### src/sv/vdil6_pkg.sv
// Shared types, constants and helpers for the 6-connected volume dilation block.
// No dependencies; every other file but vdil6_ram refers to it by scoped names.
package vdil6_pkg;

    // Volume limits and payload width
    localparam int MAX_X      = 256;
    localparam int MAX_Y      = 256;
    localparam int VALUE_BITS = 16;

    // Derived widths
    localparam int X_BITS     = $clog2(MAX_X);
    localparam int Y_BITS     = $clog2(MAX_Y);
    localparam int SLICE_BITS = X_BITS + Y_BITS;
    localparam int EX_BITS    = X_BITS + 1;
    localparam int EY_BITS    = Y_BITS + 1;

    // Configuration register widths and port
    localparam int SIZE_XY_BITS = 9;
    localparam int Z_BITS       = 16;
    localparam int CFG_BITS     = 16;
    localparam int IDX_BITS     = 2;

    // Register indexes
    localparam logic [IDX_BITS-1:0] REG_SIZE_X = 2'd0;
    localparam logic [IDX_BITS-1:0] REG_SIZE_Y = 2'd1;
    localparam logic [IDX_BITS-1:0] REG_SIZE_Z = 2'd2;

    // Reset values of the size registers
    localparam logic [SIZE_XY_BITS-1:0] RST_SIZE_X = 9'd256;
    localparam logic [SIZE_XY_BITS-1:0] RST_SIZE_Y = 9'd256;
    localparam logic [Z_BITS-1:0]       RST_SIZE_Z = 16'd1;

    // Queue depths
    localparam int QDEPTH = 2;
    localparam int ODEPTH = 4;

    // Volume geometry derived from the size registers
    typedef struct packed {
        logic [X_BITS-1:0]     xm1;      // last x index
        logic [Y_BITS-1:0]     ym1;      // last y index
        logic [Z_BITS-1:0]     zm1;      // last z index
        logic [SLICE_BITS-1:0] d_slice;  // slice - 1
        logic [SLICE_BITS-1:0] d_psx;    // slice - size_x
        logic [X_BITS-1:0]     d_msx;    // size_x - 1
    } geo_t;

    // Per-result boundary flags and end marker
    typedef struct packed {
        logic last;
        logic xp;
        logic xm;
        logic yp;
        logic ym;
        logic zp;
        logic zm;
    } meta_t;

    // Command from front to back: shift one value into the window
    typedef struct packed {
        logic [VALUE_BITS-1:0] value;
        logic                  emit;
        meta_t                 meta;
    } cmd_t;

    // Front state machine
    typedef enum logic [1:0] {
        FE_RUN   = 2'b01,
        FE_EXTRA = 2'b10
    } fe_state_t;

    // Positive: nonzero with the sign bit clear
    function automatic logic is_pos(input logic [VALUE_BITS-1:0] v);
        logic r;
        r = (v != '0) && !v[VALUE_BITS-1];
        return r;
    endfunction

endpackage

### src/sv/vdil6_queue.sv
// Short command queue between front and back.
// Depends on vdil6_pkg for cmd_t and QDEPTH.
module vdil6_queue (
    input  logic            clk,
    input  logic            rst_n,
    input  logic            push,
    input  vdil6_pkg::cmd_t push_cmd,
    input  logic            pop,
    output vdil6_pkg::cmd_t head,
    output logic            full,
    output logic            empty
);

    localparam int PB = $clog2(vdil6_pkg::QDEPTH);
    localparam int CB = $clog2(vdil6_pkg::QDEPTH + 1);

    vdil6_pkg::cmd_t entry_reg [vdil6_pkg::QDEPTH];
    logic [PB-1:0]   wp_reg, rp_reg;
    logic [CB-1:0]   count_reg;

    assign full  = (count_reg == CB'(vdil6_pkg::QDEPTH));
    assign empty = (count_reg == '0);
    assign head  = entry_reg[rp_reg];

    // Store pushed commands
    always_ff @(posedge clk)
    begin
        if (push)
        begin
            entry_reg[wp_reg] <= push_cmd;
        end
    end

    // Advance pointers and count
    always_ff @(posedge clk or negedge rst_n)
    begin
        if (!rst_n)
        begin
            wp_reg    <= '0;
            rp_reg    <= '0;
            count_reg <= '0;
        end
        else
        begin
            if (push)
            begin
                wp_reg <= (wp_reg == PB'(vdil6_pkg::QDEPTH - 1)) ? '0 : wp_reg + 1'b1;
            end
            if (pop)
            begin
                rp_reg <= (rp_reg == PB'(vdil6_pkg::QDEPTH - 1)) ? '0 : rp_reg + 1'b1;
            end
            count_reg <= count_reg + CB'(push) - CB'(pop);
        end
    end

endmodule

### config.mk
export PLATFORM = sky130hd
export DESIGN_NAME = vdil6_queue
export DESIGN_NICKNAME = d
export VERILOG_FILES = /design/src/sv/vdil6_pkg.sv /design/src/sv/vdil6_queue.sv
export SDC_FILE = /design/constraint.sdc
export NUM_CORES = 1
export LEC_CHECK = 0
export BUFFER_PORTS_ARGS = -buffer_cell sky130_fd_sc_hd__buf_4
export CAP_MARGIN = 20
export CORE_ASPECT_RATIO = 0.7
export CORE_MARGIN = 2
export CORE_UTILIZATION = 51
export DETAILED_ROUTE_END_ITERATION = 12
export HOLD_SLACK_MARGIN = 0.05
export PLACE_DENSITY = 0.86
export SLEW_MARGIN = 20
export SYNTH_ARGS = -nofsm -noshare
export SYNTH_HDL_FRONTEND = slang
export SYNTH_SLANG_ARGS = --single-unit
### constraint.sdc
create_clock -name clk -period 2.6 [get_ports clk]
set_input_delay 0.39 -clock clk [delete_from_list [all_inputs] [get_ports clk]]
set_output_delay 0.39 -clock clk [all_outputs]
set_load 0.02 [all_outputs]
# ---- Word level (Yosys, flattened, before mapping)
# Memory sizes are Yosys's and may differ from the RTL's.
# Cells that the tools add are included.
dict set report op_classes {
  n_addsub 4
  n_reduce_logical 1
  n_eq_ne 1
  muxes 4
}
# op count
set ops {}
lappend ops {{1-bit 2-to-1 mux} 4}
lappend ops {{1-bit adder (second input constant)} 2}
lappend ops {{2-bit by 1-bit adder with 2-bit output} 1}
lappend ops {{2-bit equality test (second input constant)} 1}
lappend ops {{2-bit logical NOT} 1}
lappend ops {{2-bit by 1-bit subtractor with 2-bit output} 1}
dict set report totals {
  inputBits 28
  reg_bits 4
  ram_bits 48
  out_inout_bits 26
  mem_count 1
}
# memory words word_bits rd rd_clocked_by_memory_dff wr line
set mem_list {}
lappend mem_list {entry_reg 2 24 1 0 1 vdil6_queue.sv:17} ;# vdil6_pkg::cmd_t entry_reg [vdil6_pkg::QDEPTH];

# ---- Longest topological paths before layout
# Gate-level depths: netlist (run 1).
dict set report logic_depth {
  word_depth 2
  ltp_mapped 5
}

# ---- Least setup slack after synthesis (run 1)
# Ideal clock, no wire load.
dict set report synth_timing {
  kind {input -> register}
  startpoint {input push}
  endpoint {memory entry_reg[0][0] (netlist name) (enable)}
  path_stages 1
  setup_ns 0.408
  arrival_time_ns 1.496
  required_ns 2.192
  slack_ns 0.696
  n_path_buf 0
  path_cell_list {nor2b_1}
}
dict set report synth_via {
  elab_chain_len 2
}
# item line
set synth_lines {}
lappend synth_lines {{from (decl)} vdil6_queue.sv:6} ;# input logic push,
lappend synth_lines {{1-bit 2-to-1 mux} vdil6_queue.sv:28} ;# if (push)
lappend synth_lines {{1-bit 2-to-1 mux (implied by the code)} vdil6_queue.sv:30} ;# entry_reg[wp_reg] <= push_cmd;
lappend synth_lines {{to (decl)} vdil6_queue.sv:17}
# Every way passes these cells.

==> results of run 1 <==
area by class of cell:
class                   instances  area (sq um)
clock buffers                   5         68.82
flip-flops and latches         52          1541
well taps                      52         65.06
fillers                       268          1279
repair buffers                 57         442.9
inverters                       2         7.507
clock inverters                 3         37.54
multi-input cells              33         432.9
placed cells by master (no fill, tap or decap), types with 2 or more instances in the layout:
| cell | instances |
|---|---|
| buf_4 | 55 |
| clkbuf_8 | 5 |
| clkinv_1 | 2 |
| dfrtp_1 | 4 |
| edfxtp_1 | 48 |
| ha_1 | 2 |
| inv_1 | 2 |
| mux2_2 | 5 |
| mux2_4 | 19 |
| xor2_1 | 2 |
power groups by stage:
stage | clock (mW) | sequential [mW] | combinational, mW
global route | 0.552 | 1.22 | 1.17
CTS | 0.524 | 1.21 | 1.11
floorplan | 0 | 1.18 | 0.806
global placement | 0 | 1.21 | 1.09
finish | 0.514 | 1.20 | 1.09
detailed placement | 0 | 1.23 | 1.10
worst max-delay path, cell delays in order, from the launching register on:
cell and delay, ns:
dfrtp_1 0.61, buf_12 0.24, mux2_2 0.35, buf_4 0.16
layer usage:
metal | wire, um | vias up
met4 | 37 | 0
met5 | 0 | -
met3 | 209 | 5
met1 | 1350 | 473
met2 | 1428 | 41
li1 | - | 461
kinds of logic (layout without fill, tap and decap cells):
logic type               count (synthesis)  in the layout  share of synthesized area
flip-flops                              52             52                     0.7591
multiplexers                            24             24                     0.1682
buffers and inverters                    5             67                    0.02896
AND/OR/NAND/NOR                          4              4                    0.01109
XOR/XNOR                                 3              3                    0.02033
adder cells (fa/ha/maj)                  2              2                    0.01232
worst paths after layout:
check	endpoint	depth (start not counted)	startpoint	slack, ns
hold reg to reg	wp_reg$_DFFE_PN0P_	1	wp_reg$_DFFE_PN0P_	0.53
hold / removal	entry_reg[1][10]$_DFFE_PP_	1	push_cmd[10]	0.27
setup / recovery	head[20]	3	rp_reg$_DFFE_PN0P_	0.55
setup reg to reg	count_reg[1]$_DFF_PN0_	5	count_reg[0]$_DFF_PN0_	1.38
max in group asynchronous	rp_reg$_DFFE_PN0P_	2	rst_n	2.07
min in group asynchronous	count_reg[0]$_DFF_PN0_	2	rst_n	0.43
==> run metrics, run 1 <==
Clk network pwr share=0.183; total CTS buffers=5; die area=4511 sq um; Hold Crit Class=in -> reg; met1 usage=0.1943; Top Ports=54; FFs w/ async S/R, synth=0.07692; Worst Max-Slew Pin Slew=0.4288 ns; total track usage=0.1493; Leak=1.065 nW; global route hottest layer=met2; number of port buffers=53; total gr overflow=0; worst setup margin=0.5457 ns; vias per cell=between 4 and 5; top cell type's share of synthesized area=0.7098; Net Switching=0.8424 mW; Core Region=approximately 3900 sq um; clock sink total=52; Seq cells post-synth=between 50 and 60; GPL Wtd Cong=around 0.61; cts repair resizes=0; fin area=2596 sq um; clock latency on the worst-skew pair=0.30 ns; RSZ-0062 raised after global routing=no; Primary FF master, synth=edfxtp_1; VDD IR max=0.7173 mV; HPWL after DPL=2.171 mm; pre-CTS setup slack=0.8660 ns; final std cells w/o fill=204; drt pass-1 iters=3; status=finished clean; Rel. slew slack=0.7141; routed via count=980; CP Max Fanout=19; Nets=roughly 180; H-tree Lvls=2; final core occ=0.6700; Die X=79.42 um; Mapped Area=2031 sq um; maximum clock rate=486.8 MHz; root buf cell=clkbuf_8; largest net degree at the start of global routing=25; die height=56.80 um; DR iter-0 viols=28; Synth area leader=edfxtp_1; Clock transition at path regs=roughly 0.090 ns; initial antenna violation count=0; Sequential Power Share=0.428; Pint=1.968 mW; post-synthesis cell type count=13; Power, Total=2.810 mW; Mapped Cells=90; Area Growth Syn to Fin=27.85%; Clock Path Buffers=2; Synth area leaders=edfxtp_1 (71%), mux2_4 (14%), dfrtp_1 (4.9%); max FFs per register=48; routed wire length=3.026 mm; combinational share of power=0.389; Worst EP required=~2.2 ns; critical setup path kind=reg -> out; Final Skew=0.004657 ns; Warnings, synthesis=0; worst hold slack=0.2720 ns; Avg Inst Size Synth=roughly 23 sq um; share of layout cells above drive strength 1=0.5724; met2 GRT Util=0.2317; Slew Limit Fails=0; Avg WL per Cell=14.83 um; Critical Path Source Type=flop; number of synthesized flops with an enable pin=48; Rows=19; number of max-cap violations=0; n_diodes=0; initial core utilization=0.5241; switch share=0.2998; Post-Syn Nets=120; Final Hold Violating Endpoints=0; post-route minimum period=2.054 ns; Post-CTS Hold Buffers=1; CTS tree=done; vias in the first global route=1,004; Final Cycle Share=0.7901; post-route setup TNS=0 ns; met3 Usage GRT=0.05466; most common library cells after synthesis=edfxtp_1 (48), mux2_4 (19), mux2_2 (5); Antenna Violating Nets Remaining=0; sequential fraction of the synthesis area=0.7591; Residual DRC=0; count leader, synth=edfxtp_1; Post-Place Cells=195; # setup viols final=0; Power per Cell Area=1082 nW/um^2; post-CTS setup buffer count=0; first-pass GRT wire length=4.823 mm; placement-stage cell area=roughly 2500 sq um; CP Data Arrival Time=1.66 ns; Setup crit end kind=output pin
No activity file was read; power rests on OpenSTA's default activity.
==> inputs of run 2 (changes only) <==
==> constraint.sdc (replaced) <==
create_clock -name clk -period 2.1 [get_ports clk]
set_input_delay 0.315 -clock clk [delete_from_list [all_inputs] [get_ports clk]]
set_output_delay 0.315 -clock clk [all_outputs]
set_load 0.02 [all_outputs]
==> run 2 against run 1 <==
Compared with the run above: global-route usage up 0.51 points; setup slack worse by 0.39 ns; sequential share of layout area is 0.17 points lower; clock power up 25%; via count is the same; utilization up 0.19 points; first-iteration DRC count grew 50%; largest cell class unchanged.
==> run metrics, run 2 (same netlist as run 1, synthesis figures left out) <==
status=finished clean; Hold Crit Start=push_cmd[7]; post-route setup TNS=0 ns (unchanged); Worst Setup SP=rp_reg$_DFFE_PN0P_; Area Growth Syn to Fin=28.22%; number of port buffers=53 (unchanged); hold-critical path depth=1 (unchanged); HPWL after DPL=2.306 mm (+6.2%); Setup crit end kind=output pin; maximum clock rate=513.5 MHz; Die X=79.42 um (unchanged); post-route minimum period=1.947 ns; CP Data Arrival Time=1.63 ns (-0.03 ns); Critical Path Source Type=flop; vias in the first global route=1,018 (+1.4%); die height=56.80 um (unchanged); total track usage=0.1544 (+0.005080); Avg WL per Cell=15.56 um (+4.9%); vias per cell=4.780 (-0.49%); first-pass GRT wire length=4.912 mm (+1.8%); CTS tree=done; drt pass-1 iters=4 (+1); worst setup margin=0.1526 ns (-0.3932 ns); area occupied by multi-input gates=432.9 sq um (unchanged); share of layout cells above drive strength 1=0.5752 (+0.002795); DR iter-0 viols=42 (+50%); max FFs per register=48 (unchanged); root buf cell=clkbuf_8; clock latency on the worst-skew pair=0.30 ns (about the same); Core Region=3875 sq um (unchanged); Clock transition at path regs=0.08 ns (about the same); H-tree Lvls=2 (unchanged); Final Cycle Share=0.9274; Worst Max-Slew Pin Slew=0.4104 ns (-0.01842 ns); total CTS buffers=5 (unchanged); Final Hold Violating Endpoints=0 (unchanged); register area=1541 sq um (unchanged); number of max-cap violations=0 (unchanged); post-CTS setup buffer count=0 (unchanged); critical setup path kind=reg -> out; Worst EP required=1.78 ns (-0.43 ns); flop2flop setup slack=0.77 ns (-0.61 ns); CP Max Fanout=14 (-5); Antenna Violating Nets Remaining=0 (unchanged); Power per Cell Area=1347 nW/um^2 (+24%); Leak=1.070 nW (+0.45%); Slew Limit Fails=0 (unchanged); Rows=19 (unchanged); Clock Path Buffers=2 (unchanged); clock sink total=52 (unchanged); Final Skew=0.004345 ns (-0.0003120 ns); die area=4511 sq um (unchanged); Nets=182 (+0.55%); routed via count=980 (unchanged); initial antenna violation count=0 (unchanged); cts repair resizes=0 (unchanged); reg2reg end=entry_reg[0][14]$_DFFE_PP_; worst flop-to-flop path startpoint=wp_reg$_DFFE_PN0P_; fillers=261 (-2.6%); Top Ports=54 (unchanged); RSZ-0062 raised after global routing=no; pre-CTS setup slack=0.4796 ns (-0.3864 ns); Post-CTS Hold Buffers=1 (unchanged); GPL Wtd Cong=0.6762 (+10%); Rel. slew slack=0.7264 (+0.01228); Setup crit end=head[20]; Hold Crit Class=in -> reg; largest net degree at the start of global routing=21 (-16%); routed wire length=3.189 mm (+5.4%); total gr overflow=0 (unchanged); commonest non-fill, non-tap cell in the layout=buf_4; n_diodes=0 (unchanged); # setup viols final=0 (unchanged); r2r worst-path depth=2 (-3); VDD IR max=0.8392 mV (+17%); Residual DRC=0 (unchanged); most frequent cells in the layout=buf_4 (56), edfxtp_1 (48), mux2_4 (19); initial core utilization=0.5241 (unchanged)
run 2: cell count changes in the layout (fill, tap and decap cells not counted), sizes merged:
cell / delta
buf: +1
run 2: per-layer routing:
| metal | part of all wire | vias to the layer above | track usage |
|---|---|---|---|
| met3 | 0.068 | 5 | 0.05466 |
| met5 | 0 | - | 0 |
| li1 | - | 466 | - |
| met1 | 0.41 | 469 | 0.1916 |
| met2 | 0.50 | 40 | 0.2425 |
| met4 | 0.014 | 0 | 0.07389 |
run 2: metrics by stage:
| stage | util | power (mW) | area (sq um) | hold WS, ns | instances |
|---|---|---|---|---|---|
| 4_1_cts | 0.6719 | 3.553 | 2604 | 0.1881 | 205 |
| 3_5_place_dp | 0.6419 | 2.908 | 2487 | 0.1180 | 196 |
| 6_report | 0.6719 | 3.506 | 2604 | 0.1955 | 205 |
| 2_1_floorplan | - | 2.458 | 2031 | 0.01941 | 90 |
| 5_1_grt | 0.6719 | 3.657 | 2604 | 0.1797 | 205 |
| 3_3_place_gp | 0.6419 | 2.858 | 2487 | 0.1155 | 196 |
run 2: report_power, final:
part           internal, mW  switching, mW
Clock                 0.347          0.295
Sequential             1.38          0.108
Combinational         0.719          0.655
run 2: how the worst min path moves through the flow:
stage,slack [ns],to
finish,0.20,entry_reg[1][7]$_DFFE_PP_
global route,0.18,entry_reg[1][7]$_DFFE_PP_
CTS,0.19,entry_reg[1][12]$_DFFE_PP_
detailed placement,0.12,count_reg[1]$_DFF_PN0_
global placement,0.12,count_reg[0]$_DFF_PN0_
floorplan,0.02,count_reg[0]$_DFF_PN0_
run 2: cell type report:
type,count,area share
Clock buffer,5,0.02643
Clock inverter,3,0.01442
Inverter,2,0.002883
Multi-Input combinational cell,33,0.1663
Sequential cell,52,0.5920
Tap cell,52,0.02499
Timing Repair Buffer,58,0.1730
run 2: critical path, stage by stage (launching register included):
cell     delay [ns]
dfrtp_1        0.60
buf_12         0.22
mux2_2         0.35
buf_4          0.16
==> inputs of run 3 (changes only) <==
==> constraint.sdc (replaced) <==
create_clock -name clk -period 1.83 [get_ports clk]
set_input_delay 0.2745 -clock clk [delete_from_list [all_inputs] [get_ports clk]]
set_output_delay 0.2745 -clock clk [all_outputs]
set_load 0.02 [all_outputs]
==> run 3 against run 2 <==
Compared with the run above: utilization fell by 0.13 points; sequential cell count did not move; sequential share of layout area rose by 0.11 points; clock power fell by 10%; routed wire length fell by 3.5%; design area fell by 0.19%; worst hold slack got worse by 0.038 ns; register-to-register slack got worse by 0.17 ns; critical path depth did not move; via count rose by 0.10%; critical endpoint is now head[13].
==> run metrics, run 3 (same netlist as run 1, synthesis figures left out) <==
clock latency on the worst-skew pair=0.29 ns (about the same); maximum clock rate=602.3 MHz; share of layout cells above drive strength 1=0.5724 (-0.002795); Clock transition at path regs=0.08 ns (about the same); die height=56.80 um (unchanged); HPWL after DPL=2.230 mm (-3.3%); die area=4511 sq um (unchanged); Residual DRC=0 (unchanged); Leak=1.063 nW (-0.64%); routed wire length=3.076 mm (-3.5%); # setup viols final=0 (unchanged); placement-stage cell area=2512 sq um (+1.0%); DR iter-0 viols=63 (+50%); number of port buffers=53 (unchanged); VDD IR max=0.9266 mV (+10%); critical setup path kind=reg -> out; fin area=2599 sq um (-0.19%); status=finished clean; cts repair resizes=0 (unchanged); worst setup margin=0.1696 ns (+0.01701 ns); Hold Crit Start=push_cmd[6]; Worst Max-Slew Pin Slew=0.3331 ns (-0.07729 ns); vias in the first global route=958 (-5.9%); vias per cell=4.809 (+0.59%); routed via count=981 (+0.10%); initial core utilization=0.5241 (unchanged); total gr overflow=0 (unchanged); CP Data Arrival Time=1.39 ns (-0.24 ns); CTS tree=done; Slew Limit Fails=0 (unchanged); largest net degree at the start of global routing=21 (unchanged); post-CTS setup buffer count=0 (unchanged); worst flop-to-flop path startpoint=count_reg[0]$_DFF_PN0_; critical path cell sequence=buf_12 -> mux2_2 -> buf_4; clock sink total=52 (unchanged); root buf cell=clkbuf_8; most frequent cells in the layout=buf_4 (54), edfxtp_1 (48), mux2_4 (19); total track usage=0.1478 (-0.006577); area occupied by multi-input gates=432.9 sq um (unchanged); pre-CTS setup slack=0.4889 ns (+0.009280 ns); critical path's largest stage delay=0.40 ns (-0.20 ns); Final Cycle Share=0.9073; initial antenna violation count=0 (unchanged); fillers=277 (+6.1%); Core Region=3875 sq um (unchanged); Clock Path Buffers=2 (unchanged); total buffers and inverters traversed by the critical path=2 (unchanged); Top Ports=54 (unchanged); max FFs per register=48 (unchanged); n_diodes=0 (unchanged); Rows=19 (unchanged); RSZ-0062 raised after global routing=no; Worst Setup SP=rp_reg$_DFFE_PN0P_; flop2flop setup slack=0.60 ns (-0.17 ns); number of max-cap violations=0 (unchanged); Worst path top cell family by delay=flip-flops; final core occ=0.6706 (-0.001292); Critical-path top delay cell=dfrtp_1; total CTS buffers=5 (unchanged); Avg WL per Cell=15.08 um (-3.1%); Hold Crit Class=in -> reg; Worst EP required=1.56 ns (-0.22 ns); Rel. slew slack=0.7769 (+0.05052); Final Hold Violating Endpoints=0 (unchanged); Final Skew=0.001652 ns (-0.002693 ns); drt pass-1 iters=4 (unchanged); H-tree Lvls=2 (unchanged); register area=1541 sq um (unchanged); CP Max Fanout=18 (+4); post-route setup TNS=0 ns (unchanged); Area Growth Syn to Fin=27.97%; Critical Path Source Type=flop; Antenna Violating Nets Remaining=0 (unchanged); Nets=182 (unchanged); Setup crit end kind=output pin; post-route minimum period=1.660 ns; commonest non-fill, non-tap cell in the layout=buf_4; first-pass GRT wire length=4.698 mm (-4.4%); Die X=79.42 um (unchanged); Power per Cell Area=1496 nW/um^2 (+11%); GPL Wtd Cong=0.6481 (-4.2%)
-- run 3: cell types whose count changed in the layout (fill, tap and decap cells not counted) --
| cell | change |
|---|---|
| buf_12 | +2 |
| buf_4 | -2 |
| bufinv_16 | -1 |
-- run 3: per-stage QoR --
stage / hold slack, ns / std cells / total power, mW
after floorplan: -0.02109 / 90 / 2.822
after global placement: 0.07217 / 196 / 3.311
after detailed placement: 0.07511 / 196 / 3.360
after CTS: 0.1488 / 204 / 3.937
after global routing: 0.1424 / 204 / 4.085
final: 0.1572 / 204 / 3.888
-- run 3: worst paths after layout --
check                                            end  depth (start not counted)
setup / recovery                            head[13]                          3
hold / removal             entry_reg[1][6]$_DFFE_PP_                          1
setup reg to reg              count_reg[1]$_DFF_PN0_                          5
hold reg to reg                   wp_reg$_DFFE_PN0P_                          1
max in group asynchronous         wp_reg$_DFFE_PN0P_                          2
min in group asynchronous     count_reg[0]$_DFF_PN0_                          2
-- run 3: layout make-up --
type                    count  share of cell area
multi-input cells          33              0.1666
well taps                  52             0.02504
flip-flops and latches     52              0.5932
inverters                   2            0.002889
repair buffers             58              0.1830
clock inverters             2            0.002889
clock buffers               5             0.02648
-- run 3: metal layers --
metal / wire length (um) / track usage / vias to the layer above
met4: 46 / 0.05911 / 0
met5: 0 / 0 / -
met1: 1287 / 0.1909 / 464
met3: 231 / 0.05145 / 6
met2: 1510 / 0.2305 / 47
li1: - / - / 464
-- run 3: repair_timing --
item | 4_1_cts | 5_1_grt
endpoints found under the hold margin | 4 | 0
hold buffers | 1 | 0
endpoints found under the setup margin | 0 | 0
-- run 3: power by group --
group | switching (mW) | internal (mW) | total, mW
Combinational | 0.778 | 0.857 | 1.64
Sequential | 0.0890 | 1.59 | 1.68
Clock | 0.324 | 0.253 | 0.577
Total | 1.19 | 2.70 | 3.89
