### src/sv/vdil6_pkg.sv
// Shared types, constants and helpers for the 6-connected volume dilation block.
// No dependencies; every other file but vdil6_ram refers to it by scoped names.
package vdil6_pkg;

    // Volume limits and payload width
    localparam int MAX_X      = 256;
    localparam int MAX_Y      = 256;
    localparam int VALUE_BITS = 16;

    // Derived widths
    localparam int X_BITS     = $clog2(MAX_X);
    localparam int Y_BITS     = $clog2(MAX_Y);
    localparam int SLICE_BITS = X_BITS + Y_BITS;
    localparam int EX_BITS    = X_BITS + 1;
    localparam int EY_BITS    = Y_BITS + 1;

    // Configuration register widths and port
    localparam int SIZE_XY_BITS = 9;
    localparam int Z_BITS       = 16;
    localparam int CFG_BITS     = 16;
    localparam int IDX_BITS     = 2;

    // Register indexes
    localparam logic [IDX_BITS-1:0] REG_SIZE_X = 2'd0;
    localparam logic [IDX_BITS-1:0] REG_SIZE_Y = 2'd1;
    localparam logic [IDX_BITS-1:0] REG_SIZE_Z = 2'd2;

    // Reset values of the size registers
    localparam logic [SIZE_XY_BITS-1:0] RST_SIZE_X = 9'd256;
    localparam logic [SIZE_XY_BITS-1:0] RST_SIZE_Y = 9'd256;
    localparam logic [Z_BITS-1:0]       RST_SIZE_Z = 16'd1;

    // Queue depths
    localparam int QDEPTH = 2;
    localparam int ODEPTH = 4;

    // Volume geometry derived from the size registers
    typedef struct packed {
        logic [X_BITS-1:0]     xm1;      // last x index
        logic [Y_BITS-1:0]     ym1;      // last y index
        logic [Z_BITS-1:0]     zm1;      // last z index
        logic [SLICE_BITS-1:0] d_slice;  // slice - 1
        logic [SLICE_BITS-1:0] d_psx;    // slice - size_x
        logic [X_BITS-1:0]     d_msx;    // size_x - 1
    } geo_t;

    // Per-result boundary flags and end marker
    typedef struct packed {
        logic last;
        logic xp;
        logic xm;
        logic yp;
        logic ym;
        logic zp;
        logic zm;
    } meta_t;

    // Command from front to back: shift one value into the window
    typedef struct packed {
        logic [VALUE_BITS-1:0] value;
        logic                  emit;
        meta_t                 meta;
    } cmd_t;

    // Front state machine
    typedef enum logic [1:0] {
        FE_RUN   = 2'b01,
        FE_EXTRA = 2'b10
    } fe_state_t;

    // Positive: nonzero with the sign bit clear
    function automatic logic is_pos(input logic [VALUE_BITS-1:0] v);
        logic r;
        r = (v != '0) && !v[VALUE_BITS-1];
        return r;
    endfunction

endpackage

### src/sv/vdil6_front.sv
// Front end: accepts voxel and drain transactions, tracks input and output
// positions, and issues shift commands. Depends on vdil6_pkg.
module vdil6_front (
    input  logic                                clk,
    input  logic                                rst_n,
    input  logic                                restart,
    input  vdil6_pkg::geo_t                     geo,
    input  logic                                voxel_valid,
    output logic                                voxel_ready,
    input  logic signed [vdil6_pkg::VALUE_BITS-1:0] voxel_value,
    input  logic                                drain,
    input  logic                                q_full,
    output logic                                push,
    output vdil6_pkg::cmd_t                     cmd
);

    vdil6_pkg::fe_state_t state_reg, state_next;

    logic [vdil6_pkg::X_BITS-1:0] ix_reg, ix_next, ox_reg, ox_next;
    logic [vdil6_pkg::Y_BITS-1:0] iy_reg, iy_next, oy_reg, oy_next;
    logic [vdil6_pkg::Z_BITS-1:0] iz_reg, iz_next, oz_reg, oz_next;
    logic                         done_reg, done_next;

    logic accept, is_voxel, last_in, last_out, emit;

    // Classify the transaction and build the command
    always_comb
    begin
        voxel_ready = (state_reg == vdil6_pkg::FE_RUN) && !q_full;
        accept      = voxel_valid && voxel_ready;
        is_voxel    = !drain && !done_reg;
        last_in     = (ix_reg == geo.xm1) && (iy_reg == geo.ym1) && (iz_reg == geo.zm1);
        last_out    = (ox_reg == geo.xm1) && (oy_reg == geo.ym1) && (oz_reg == geo.zm1);

        push       = 1'b0;
        emit       = 1'b0;
        state_next = state_reg;

        case (state_reg)
            vdil6_pkg::FE_RUN:
            begin
                if (accept)
                begin
                    if (is_voxel)
                    begin
                        push = 1'b1;
                        if (last_in && (iz_reg == '0))
                        begin
                            // single slice: one more shift lines up the first result
                            state_next = vdil6_pkg::FE_EXTRA;
                        end
                        else
                        begin
                            emit = (iz_reg != '0) || last_in;
                        end
                    end
                    else if (done_reg)
                    begin
                        push = 1'b1;
                        emit = 1'b1;
                    end
                end
            end
            vdil6_pkg::FE_EXTRA:
            begin
                if (!q_full)
                begin
                    push       = 1'b1;
                    emit       = 1'b1;
                    state_next = vdil6_pkg::FE_RUN;
                end
            end
            default:
            begin
                state_next = vdil6_pkg::FE_RUN;
            end
        endcase

        cmd.value   = (state_reg == vdil6_pkg::FE_RUN && is_voxel) ? voxel_value : '0;
        cmd.emit    = emit;
        cmd.meta.last = last_out;
        cmd.meta.xp = (ox_reg != geo.xm1);
        cmd.meta.xm = (ox_reg != '0);
        cmd.meta.yp = (oy_reg != geo.ym1);
        cmd.meta.ym = (oy_reg != '0);
        cmd.meta.zp = (oz_reg != geo.zm1);
        cmd.meta.zm = (oz_reg != '0);
    end

    // Advance input and output positions
    always_comb
    begin
        ix_next   = ix_reg;
        iy_next   = iy_reg;
        iz_next   = iz_reg;
        ox_next   = ox_reg;
        oy_next   = oy_reg;
        oz_next   = oz_reg;
        done_next = done_reg;

        if (accept && is_voxel)
        begin
            if (last_in)
            begin
                done_next = 1'b1;
            end
            else if (ix_reg != geo.xm1)
            begin
                ix_next = ix_reg + 1'b1;
            end
            else
            begin
                ix_next = '0;
                if (iy_reg != geo.ym1)
                begin
                    iy_next = iy_reg + 1'b1;
                end
                else
                begin
                    iy_next = '0;
                    iz_next = iz_reg + 1'b1;
                end
            end
        end

        if (push && emit)
        begin
            if (last_out)
            begin
                // volume complete: start over
                ix_next   = '0;
                iy_next   = '0;
                iz_next   = '0;
                ox_next   = '0;
                oy_next   = '0;
                oz_next   = '0;
                done_next = 1'b0;
            end
            else if (ox_reg != geo.xm1)
            begin
                ox_next = ox_reg + 1'b1;
            end
            else
            begin
                ox_next = '0;
                if (oy_reg != geo.ym1)
                begin
                    oy_next = oy_reg + 1'b1;
                end
                else
                begin
                    oy_next = '0;
                    oz_next = oz_reg + 1'b1;
                end
            end
        end
    end

    // State registers
    always_ff @(posedge clk or negedge rst_n)
    begin
        if (!rst_n)
        begin
            state_reg <= vdil6_pkg::FE_RUN;
            ix_reg    <= '0;
            iy_reg    <= '0;
            iz_reg    <= '0;
            ox_reg    <= '0;
            oy_reg    <= '0;
            oz_reg    <= '0;
            done_reg  <= 1'b0;
        end
        else if (restart)
        begin
            state_reg <= vdil6_pkg::FE_RUN;
            ix_reg    <= '0;
            iy_reg    <= '0;
            iz_reg    <= '0;
            ox_reg    <= '0;
            oy_reg    <= '0;
            oz_reg    <= '0;
            done_reg  <= 1'b0;
        end
        else
        begin
            state_reg <= state_next;
            ix_reg    <= ix_next;
            iy_reg    <= iy_next;
            iz_reg    <= iz_next;
            ox_reg    <= ox_next;
            oy_reg    <= oy_next;
            oz_reg    <= oz_next;
            done_reg  <= done_next;
        end
    end

endmodule

### config.mk
export PLATFORM = sky130hd
export DESIGN_NAME = vdil6_front
export DESIGN_NICKNAME = d
export VERILOG_FILES = /design/src/sv/vdil6_pkg.sv /design/src/sv/vdil6_front.sv
export SDC_FILE = /design/constraint.sdc
export NUM_CORES = 1
export LEC_CHECK = 0
export BUFFER_PORTS_ARGS = -buffer_cell sky130_fd_sc_hd__buf_2
export CAP_MARGIN = 5
export CORE_MARGIN = 5
export CORE_UTILIZATION = 35
export DETAILED_ROUTE_END_ITERATION = 7
export GPL_ROUTABILITY_DRIVEN = 0
export SETUP_SLACK_MARGIN = 0.5
export SYNTH_ARGS = -nofsm -noshare
export SYNTH_HDL_FRONTEND = slang
export SYNTH_SLANG_ARGS = --single-unit
export TNS_END_PERCENT = 10
### constraint.sdc
create_clock -name clk -period 3.1 [get_ports clk]
set_input_delay 0.62 -clock clk [delete_from_list [all_inputs] [get_ports clk]]
set_output_delay 0.62 -clock clk [all_outputs]
set_load 0.005 [all_outputs]
* Word-level counts from Yosys, hierarchy flattened *
Index checks and enable logic that the tools add are counted.

word-level totals
  bits in registers = 67
  input bits = 94
  output and inout bits = 26
  word-level logic and storage cells = 112

cells by class
  add/sub/neg operators = 6
  equal/unequal tests = 19
  muxes and demuxes = 55
  reductions and logical operators = 24

operators by type and width
  cell                   number
  $mux 16                13
  $mux 8                 22
  $add 16x1->16 const B  2
  $add 8x1->8 const B    4
  $eq 16x16->1           2
  $eq 8x8->1             4
  $ne 8x8->1             4
  $reduce_bool 16->1     2
  $logic_not 16->1       1
  $ne 16x16->1           1
  $reduce_bool 8->1      2
  $mux 1                 12
  $logic_and 1x1->1      11
  $mux 2                 5
  $ne 3x2->1 const B     3
  $ne 3x3->1 const B     3
  $pmux 1 s2             2
  $pmux 2 s2             1
  $reduce_and 4->1       1
  $logic_not 1->1        3
  $reduce_and 3->1       1
  $eq 2x1->1 const B     1
  $eq 2x2->1 const B     1
  $reduce_and 2->1       1
  other kinds (2)        2

* Longest topological paths before layout *
Gate-level depths: netlist of the first run.

  depth in word-level cells = 11
  depth in mapped cells = 10
  mapped depth without buffers = 9

* Worst setup path after synthesis of the first run *
OpenSTA, ideal clock, no wires.

  path kind = flip-flop to output port
  from = register iz_reg[0] (netlist bit)
  to = output cmd[7] (netlist bit)
  data arrival time = 1861 ps
  required time = 2480 ps
  path slack = 619 ps
  stages on the path, launching flop included = 9
  buffers on the path = 2
  cells stage by stage = dfrtp_1 > inv_1 > ha_1 > nor4b_1 > nand4_1 > o311ai_4 > inv_2 > clkbuf_1 > buf_4

between the ends
  cells in the longest elaborated chain, start to end = 7
  elaborated cells on any way between the ends = 10
  classes of those cells = eq/ne: 1; mux: 4; reduce/logical: 5

RTL lines
  element                                                RTL line                              text
  from (decl)                                            vdil6_front.sv:21                     logic [vdil6_pkg::Z_BITS-1:0] iz_reg, iz_next, oz_reg, oz_next;
  from (signal assigned)                                 vdil6_front.sv:189                    iz_reg <= iz_next;
  $eq 16x16->1                                           vdil6_front.sv:32                     last_in = (ix_reg == geo.xm1) && (iy_reg == geo.ym1) && (iz_reg == geo.zm1);
  $logic_and 1x1->1                                      vdil6_front.sv:32
  $logic_or 1x1->1 or $logic_and 1x1->1 (tied branches)  vdil6_front.sv:54, vdil6_front.sv:47
  $mux 1 (*)                                             vdil6_front.sv:47                     if (last_in && (iz_reg == '0))
  $mux 1 (*)                                             vdil6_front.sv:44                     if (is_voxel)
  $mux 1 (*)                                             vdil6_front.sv:42                     if (accept)
  $pmux 1 s2 (*)                                         vdil6_front.sv:39                     case (state_reg)
  to (decl)                                              vdil6_front.sv:14                     output vdil6_pkg::cmd_t cmd

Mark *: on every way between the ends. The rest lies on a longest branch, timed or not.

==> flow_summary.ini, run 1 <==
[grt]
grt-ovfl-total = 0
grt_use_total_pct = 16.7
grt_max_degree = 40
grt_pass1_vias = 4495
grt_first_pass_wirelength_mm = 22.1
antenna_found_initial = 0

[finish]
design_area_um2 = 5770
diodes = 0
drive_gt1_share_pct = 23.4
nNetsFinal = 724
area_delta_synth_final_pct = 21.3

[sta]
fmax_mhz = 388
tns_ps = 0
clock_skew_ps = 7.16
finalSetupViolations = 0
rsz0062_at_grt = yes
min_period_ps = 2580
relSlewSlack_pct = 39.6
max_slew.worst_pin.slew_ps = 906
finalCritPeriodShare_pct = 83.2
drv_slew = 0
finalHoldViolations = 0

[synth]
synth_top_cell_by_area = dfrtp_1
yosysTopAreaCellShare_pct = 34.7
synth_fp_nets = 635
postSynthCellCount = 529
synth_seq_cells = 67
async_flop_share_pct = 100
synthTopCellsByCount = dfrtp_1, xor2_1, a21oi_1
netlist_area_um2 = 4760
ys_types = 59
yosys_most_used_dff = dfrtp_1
synth_warnings = 0
yosysMostFrequentCell = dfrtp_1
synth_edf_count = 0
synthTopCellsByArea = dfrtp_1, xor2_1, a21oi_1
ys_seq_area_share_pct = 35.3
synth.avg_cell_area_um2 = 8.99

[clock_network]
cts_hold_buffers = 0
cts_made_buffers = 9
clk_pin_slew_ps = 60
cts-root-buf = clkbuf_16
cts_max_path_buffers = 2
cts_tree = done
cts.htree.levels = 3
clk_latency_ps = 330
cts.sinks = 67

[setup_path]
path_buf_inv = 2
path_class = reg -> out
r2r-start = state_reg[0]$_DFFE_PN1P_
slowest_delay_ps = 440
r2r_cells = 10
startpoint = iz_reg[8]$_DFF_PN0_
r2r_end = oz_reg[15]$_DFFE_PN0P_
crit_cells = 5
end_kind = primary output
start_kind = register
cpMaxStageDelayCell = dfrtp_1
worstPathArrival_ps = 1960
crit_family = simple AND/OR/NAND/NOR gates
endpoint = cmd[7]
path_cells = nor4_1 -> nand4_1 -> o311ai_4 -> inv_4 -> buf_6
cp.required_ps = 2480
reg2reg_setup_slack_ps = 590
critPathMaxFanout = 6

[hold_path]
min_path_type = in -> async

[routing]
drtIter0Drc = 252
drcViolationCount = 0
vias = 4414
wirelength_mm = 13.2
first_pass_iters = 5
viasPerCell = 5.52
post_drt_wl_per_cell_um = 16.6
route.antenna.remaining_nets = 0

[die]
die-area_um2 = 16000
fp.coreArea_um2 = 13300
row_count = 42
die_w_um = 127
die_h_um = 127
start_util_pct = 35.8
io-pin-count = 120

[run]
maxCapViolations = 0

[place]
place_hpwl_mm = 9.88
dpl_cell_area_um2 = 5400
port-buffer-count = 79

[power_and_ir_drop]
p_leak_uw = 0.00254
peakVddDrop_v = 0.000277
p_per_area_nw_per_um2 = 366

[run_status]
run_status = finished, final reports clean
-- layout by cell type (no fill, tap or decap), drive strengths merged, types with 9 or more instances in the layout --
cell type,n
and4,9
nand2,28
nand3,23
dfrtp,66
nor3,9
and3,9
clkbuf,14
ha,12
o21ai,37
nor4,23
xnor2,12
buf,101
xor2,65
nand4,19
or3,22
inv,20
nor2,22
a21oi,43
and2,18
-- how the worst min path moves through the flow --
stage	slack, ps	start	to	depth (start not counted)
6_report	420	rst_n	ix_reg[2]$_DFF_PN0_	1
3_3_place_gp	500	state_reg[0]$_DFFE_PN1P_	state_reg[0]$_DFFE_PN1P_	2
3_5_place_dp	530	state_reg[0]$_DFFE_PN1P_	state_reg[0]$_DFFE_PN1P_	2
2_1_floorplan	320	rst_n	done_reg$_DFF_PN0_	0
4_1_cts	440	rst_n	ix_reg[2]$_DFF_PN0_	1
5_1_grt	490	rst_n	ix_reg[0]$_DFF_PN0_	1
-- stage by stage --
step                setup WS [ps]  hold WS (ps)  power, uW  instances  util (%)
floorplan                     619           324       1020        529         -
global placement              371           501       1140        779      40.6
detailed placement            315           526       1140        779      40.6
CTS                           498           442       2130        799      43.2
global route                  428           491       2200        799      43.4
finish                        521           418       2110        799      43.4
-- layout make-up --
type                    instances  area (um2)
fillers                      1310        7530
multi-input cells             419        2940
flip-flops and latches         67        1680
repair buffers                101         567
clock buffers                  14         274
well taps                     176         220
inverters                      20        77.6
clock inverters                 2        10.0
-- what timing repair did --
| item | 4_1_cts | 5_1_grt |
|---|---|---|
| endpoints found under the setup margin | 2 | 24 |
| pin swaps | 3 | 1 |
| resized for setup | 9 | 4 |
| setup buffers | 4 | 0 |
| cloned | 0 | 0 |
-- kinds of logic after synthesis --
logic type / Yosys count / share of synthesized area (%)
adder cells (fa/ha/maj): 12 / 3.16
buffers and inverters: 43 / 3.84
XOR/XNOR: 77 / 14.2
multiplexers: 2 / 0.447
AO/OA/AOI/OAI: 119 / 16.5
flip-flops: 67 / 35.3
AND/OR/NAND/NOR: 209 / 26.6
-- where the power goes --
part	switching [uW]	total (uW)	internal [uW]	leakage, uW
combinational	137	236	99.2	0.00148
sequential	11.7	895	883	0.000923
clock	376	980	605	0.000143
-- routing by layer --
| metal | global-route usage (%) | wire, um | vias up |
|---|---|---|---|
| li1 | - | - | 2107 |
| met1 | 22.3 | 6130 | 2184 |
| met5 | 0 | 0 | - |
| met2 | 27.3 | 6330 | 108 |
| met4 | 4.61 | 176 | 0 |
| met3 | 3.70 | 606 | 15 |
Power figures use the tool's default switching activity.
==> run 2, diff against run 1 <==
Clock period 3.1 ns to 2.3 ns, I/O delays scaled along.
==> run 2 against run 1 <==
The flow now finishes with violations (setup timing). First-iteration DRC count is 25% higher. Clock power is 42% higher. Sequential cell count stayed put. Combinational power is 64% higher. Sequential power is 34% higher. Critical path depth is 7 higher. Sequential share of layout area is 4.4 points lower. Largest power group unchanged. Critical path type is now reg -> reg. Critical endpoint is now oz_reg[11]$_DFFE_PN0P_.
==> flow_summary.ini, run 2 (synthesized netlist as in run 1, its figures left out) <==
[sta]
max_slew.worst_pin.slew_ps = 529
rsz0062_at_grt = yes
fmax_mhz = 399
finalSetupViolations = 26
tns_ps = -2550
clock_skew_ps = 8.23
relSlewSlack_pct = 64.4
setup_slack_ps = -205
min_period_ps = 2510
finalCritPeriodShare_pct = 109
finalHoldViolations = 0
drv_slew = 0

[clock_network]
clk_latency_ps = 340
clk_pin_slew_ps = 60
cts_max_path_buffers = 2
cts-root-buf = clkbuf_16
cts_hold_buffers = 0
cts_tree = done
cts_made_buffers = 9
cts.sinks = 67
cts.htree.levels = 3

[routing]
vias = 4727
top_layer = met4
viasPerCell = 5.37
drcViolationCount = 0
route.antenna.remaining_nets = 0
post_drt_wl_per_cell_um = 16.2
first_pass_iters = 5
drtIter0Drc = 314
wl_met2_mm = 7.17
wl_met1_mm = 6.09
wirelength_mm = 14.3
wl_met3_um = 590

[hold_path]
min_path_type = in -> async

[power_and_ir_drop]
clkPwrFrac_pct = 46.8
p_int_uw = 2260
p_per_area_nw_per_um2 = 440
p_leak_uw = 0.00309
power_frac_comb_pct = 12.9
p_sw_share_pct = 24.2
peakVddDrop_v = 0.000339
pwr-share-seq_pct = 40.3
p_switching_uw = 723

[grt]
grt_max_degree = 68
antenna_found_initial = 0
grt_pass1_vias = 4800
grt_use_total_pct = 17.7
grt_first_pass_wirelength_mm = 23.3
grt-ovfl-total = 0

[setup_path]
reg2reg_setup_slack_ps = -210
worstPathArrival_ps = 2770
endpoint = oz_reg[11]$_DFFE_PN0P_
critPathMaxFanout = 7
cp.required_ps = 2560
r2r_cells = 12
startpoint = state_reg[0]$_DFFE_PN1P_
end_kind = register
path_class = reg -> reg
r2r-start = state_reg[0]$_DFFE_PN1P_
r2r_end = oz_reg[11]$_DFFE_PN0P_
start_kind = register

[run_status]
run_status = finished, violations left
violations = setup timing

[place]
port-buffer-count = 79
dp.cells = 853
pre_cts_slack_ps = -225
place_hpwl_mm = 10.5

[die]
die-area_um2 = 16000
row_count = 42
fp.coreArea_um2 = 13300
die_w_um = 127
io-pin-count = 120
start_util_pct = 35.8
die_h_um = 127

[finish]
final_cell_mix = buf_4, buf_2, xor2_1, dfrtp_1, a21oi_1
diodes = 0
mostFrequentLayoutCell = buf_4
nNetsFinal = 807
fin_cells = 881
drive_gt1_share_pct = 37.4
area_delta_synth_final_pct = 42.5
final_core_util_pct = 51.0
fillCellCount = 1166

[run]
maxCapViolations = 0
==> run 2: final cells by class <==
cell class / instances / area, um2 / area share (%)
clock buffer: 13 / 260 / 3.84
clock inverter: 2 / 35.0 / 0.517
inverter: 20 / 75.1 / 1.11
multi-input combinational: 419 / 3190 / 47.1
sequential: 67 / 1680 / 24.8
tap: 176 / 220 / 3.25
timing repair buffer: 184 / 1310 / 19.3
==> run 2: critical path, stage by stage, from the launching register on <==
cell and delay, ps:
dfstp_2 550, inv_2 50, ha_4 230, nor2_4 130, o311ai_4 120, inv_2 110, buf_4 110, buf_6 110
a31oi_4 80, buf_12 160, buf_4 140, or4b_4 500, a21oi_4 140
==> run 2: power by group through the flow <==
stage	sequential, uW	combinational [uW]	clock (uW)
CTS	1200	371	1420
global route	1200	423	1470
detailed placement	1220	348	0
finish	1200	386	1390
floorplan	1220	156	0
global placement	1220	342	0
==> run 2: stage by stage <==
step | hold slack, ps | total power (uW) | area [um2]
2_1_floorplan | 164 | 1380 | 4800
4_1_cts | 158 | 2990 | 6630
3_5_place_dp | 515 | 1570 | 6000
6_report | 135 | 2980 | 6780
5_1_grt | 174 | 3100 | 6780
3_3_place_gp | 507 | 1570 | 6000
==> run 2: repair_timing <==
action                     CTS  global route
pin swaps                   28            26
setup endpoints to repair   92            93
hold endpoints to repair     0             0
resized for setup           60            30
gates cloned                 0             1
buffers inserted             9             3
==> run 2: worst min path at each step <==
stage,to,cells after the start
after floorplan,done_reg$_DFF_PN0_,0
after global placement,iz_reg[10]$_DFF_PN0_,2
after detailed placement,iz_reg[8]$_DFF_PN0_,2
after CTS,iz_reg[8]$_DFF_PN0_,2
after global routing,oz_reg[7]$_DFFE_PN0P_,2
final,iz_reg[10]$_DFF_PN0_,2
==> run 2: routing by layer <==
metal	global-route usage, %	vias to the layer above
li1	-	2285
met1	21.4	2263
met2	30.5	139
met3	3.91	40
met4	7.26	0
met5	0	-
==> run 3, diff against run 2 <==
Settings changed: SETUP_SLACK_MARGIN 0.5 to 0.15.
==> run 3 against run 2 <==
The run still ends with setup timing left. Sequential power hardly changed. Critical endpoint is now cmd[7]. Clock-buffer cell count stayed put. First-iteration DRC count grew 4.5%.
==> flow_summary.ini, run 3 (synthesized netlist as in run 1, its figures left out) <==
[clock_network]
cts_hold_buffers = 0
clk_pin_slew_ps = 50
cts_max_path_buffers = 2
clk_latency_ps = 340
cts_tree = done
cts-root-buf = clkbuf_16
cts.sinks = 67
cts.htree.levels = 3
cts_made_buffers = 9

[routing]
drcViolationCount = 0
first_pass_iters = 5
viasPerCell = 5.46
route.antenna.remaining_nets = 0
drtIter0Drc = 328
wirelength_mm = 15.1
vias = 4915
post_drt_wl_per_cell_um = 16.8

[die]
die-area_um2 = 16000
io-pin-count = 120
die_h_um = 127
fp.coreArea_um2 = 13300
start_util_pct = 35.8
row_count = 42
die_w_um = 127

[grt]
grt_max_degree = 68
grt_pass1_vias = 4859
grt_first_pass_wirelength_mm = 23.5
grt-ovfl-total = 0
grt_use_total_pct = 17.9
antenna_found_initial = 0

[finish]
diodes = 0
mostFrequentLayoutCell = buf_4
design_area_um2 = 7080
fin_cells = 900
fillCellCount = 1144
final_cell_mix = buf_4, xor2_1, buf_2
area_delta_synth_final_pct = 48.9
drive_gt1_share_pct = 41.3
nNetsFinal = 825
multi_input_area_um2 = 3230
final_core_util_pct = 53.2
seqCellArea_um2 = 1690

[sta]
finalSetupViolations = 40
finalCritPeriodShare_pct = 107
setup_slack_ps = -162
fmax_mhz = 406
min_period_ps = 2460
finalHoldViolations = 0
relSlewSlack_pct = 70.1
clock_skew_ps = 9.54
rsz0062_at_grt = yes
max_slew.worst_pin.slew_ps = 444
drv_slew = 0

[power_and_ir_drop]
p_leak_uw = 0.00323
total_power_uw = 2900
peakVddDrop_v = 0.000323
p_per_area_nw_per_um2 = 409

[run]
maxCapViolations = 0

[setup_path]
start_kind = register
end_kind = primary output
critPathMaxFanout = 3
cp.required_ps = 1840
path_class = reg -> out
worstPathArrival_ps = 2000

[run_status]
run_status = finished, violations left
violations = setup timing

[hold_path]
min_path_type = in -> async

[place]
port-buffer-count = 79
pre_cts_slack_ps = -236
dp.cells = 854
place_hpwl_mm = 10.4
dpl_cell_area_um2 = 6020
==> run 3: cell types whose count changed in the layout (fill, tap and decap cells not counted), moves of 4 or more <==
cell	before	now
buf_4	86	97
dfrtp_1	63	58
a21oi_2	6	10
and2_1	18	8
buf_6	19	30
dfrtp_2	3	8
and2_4	0	10
buf_2	75	65
o21ai_2	6	0
o21ai_1	6	12
==> run 3: per-stage QoR <==
| stage | setup TNS, ps | hold WS (ps) |
|---|---|---|
| CTS | -1230 | 162 |
| global route | -7560 | 183 |
| detailed placement | -9170 | 518 |
| finish | -1930 | 150 |
| floorplan | -12.1 | 164 |
| global placement | -7820 | 512 |
==> run 3: layout make-up <==
class	count	area share [%]
clock buffer	13	3.53
multi-input combinational	419	45.6
sequential	67	23.8
timing repair buffer	202	22.6
clock inverter	3	0.212
tap	176	3.11
inverter	20	1.06
==> run 3: worst paths after layout <==
check                                          from  slack [ps]  depth (start not counted)                        to
setup / recovery                iz_reg[9]$_DFF_PN0_        -160                          6                    cmd[7]
hold / removal                                rst_n         150                          2       iz_reg[9]$_DFF_PN0_
setup reg to reg           state_reg[0]$_DFFE_PN1P_        -130                          8      iz_reg[15]$_DFF_PN0_
hold reg to reg               oz_reg[1]$_DFFE_PN0P_         570                          2     oz_reg[1]$_DFFE_PN0P_
max in group asynchronous                     rst_n        1830                          2     ox_reg[3]$_DFFE_PN0P_
min in group clk                             q_full         570                          4  state_reg[0]$_DFFE_PN1P_
==> run 3: per-layer routing <==
layer	up-vias	wire length (um)	track usage [%]
li1	2326	-	-
met1	2413	6310	22.3
met2	152	7790	30.7
met3	24	653	2.73
met4	0	325	7.44
met5	-	0	0
==> run 3: timing repair <==
| item | CTS | global route |
|---|---|---|
| gates cloned | 0 | 3 |
| setup buffers | 14 | 13 |
| resized for setup | 75 | 50 |
| pin swaps | 44 | 35 |
| endpoints found under the setup margin | 85 | 90 |
==> run 3: power by group <==
part           total [uW]  leakage [uW]  switching (uW)  internal, uW
combinational         438       0.00218             218           221
clock                1260      0.000133             503           754
sequential           1200      0.000916            13.3          1190
==> run 3: critical path, cell delays in order (launching register included) <==
cell and delay, ps:
dfrtp_1 410, nor4_2 340, nand4_1 250, o311ai_4 340, inv_2 100, buf_6 130
buf_6 100
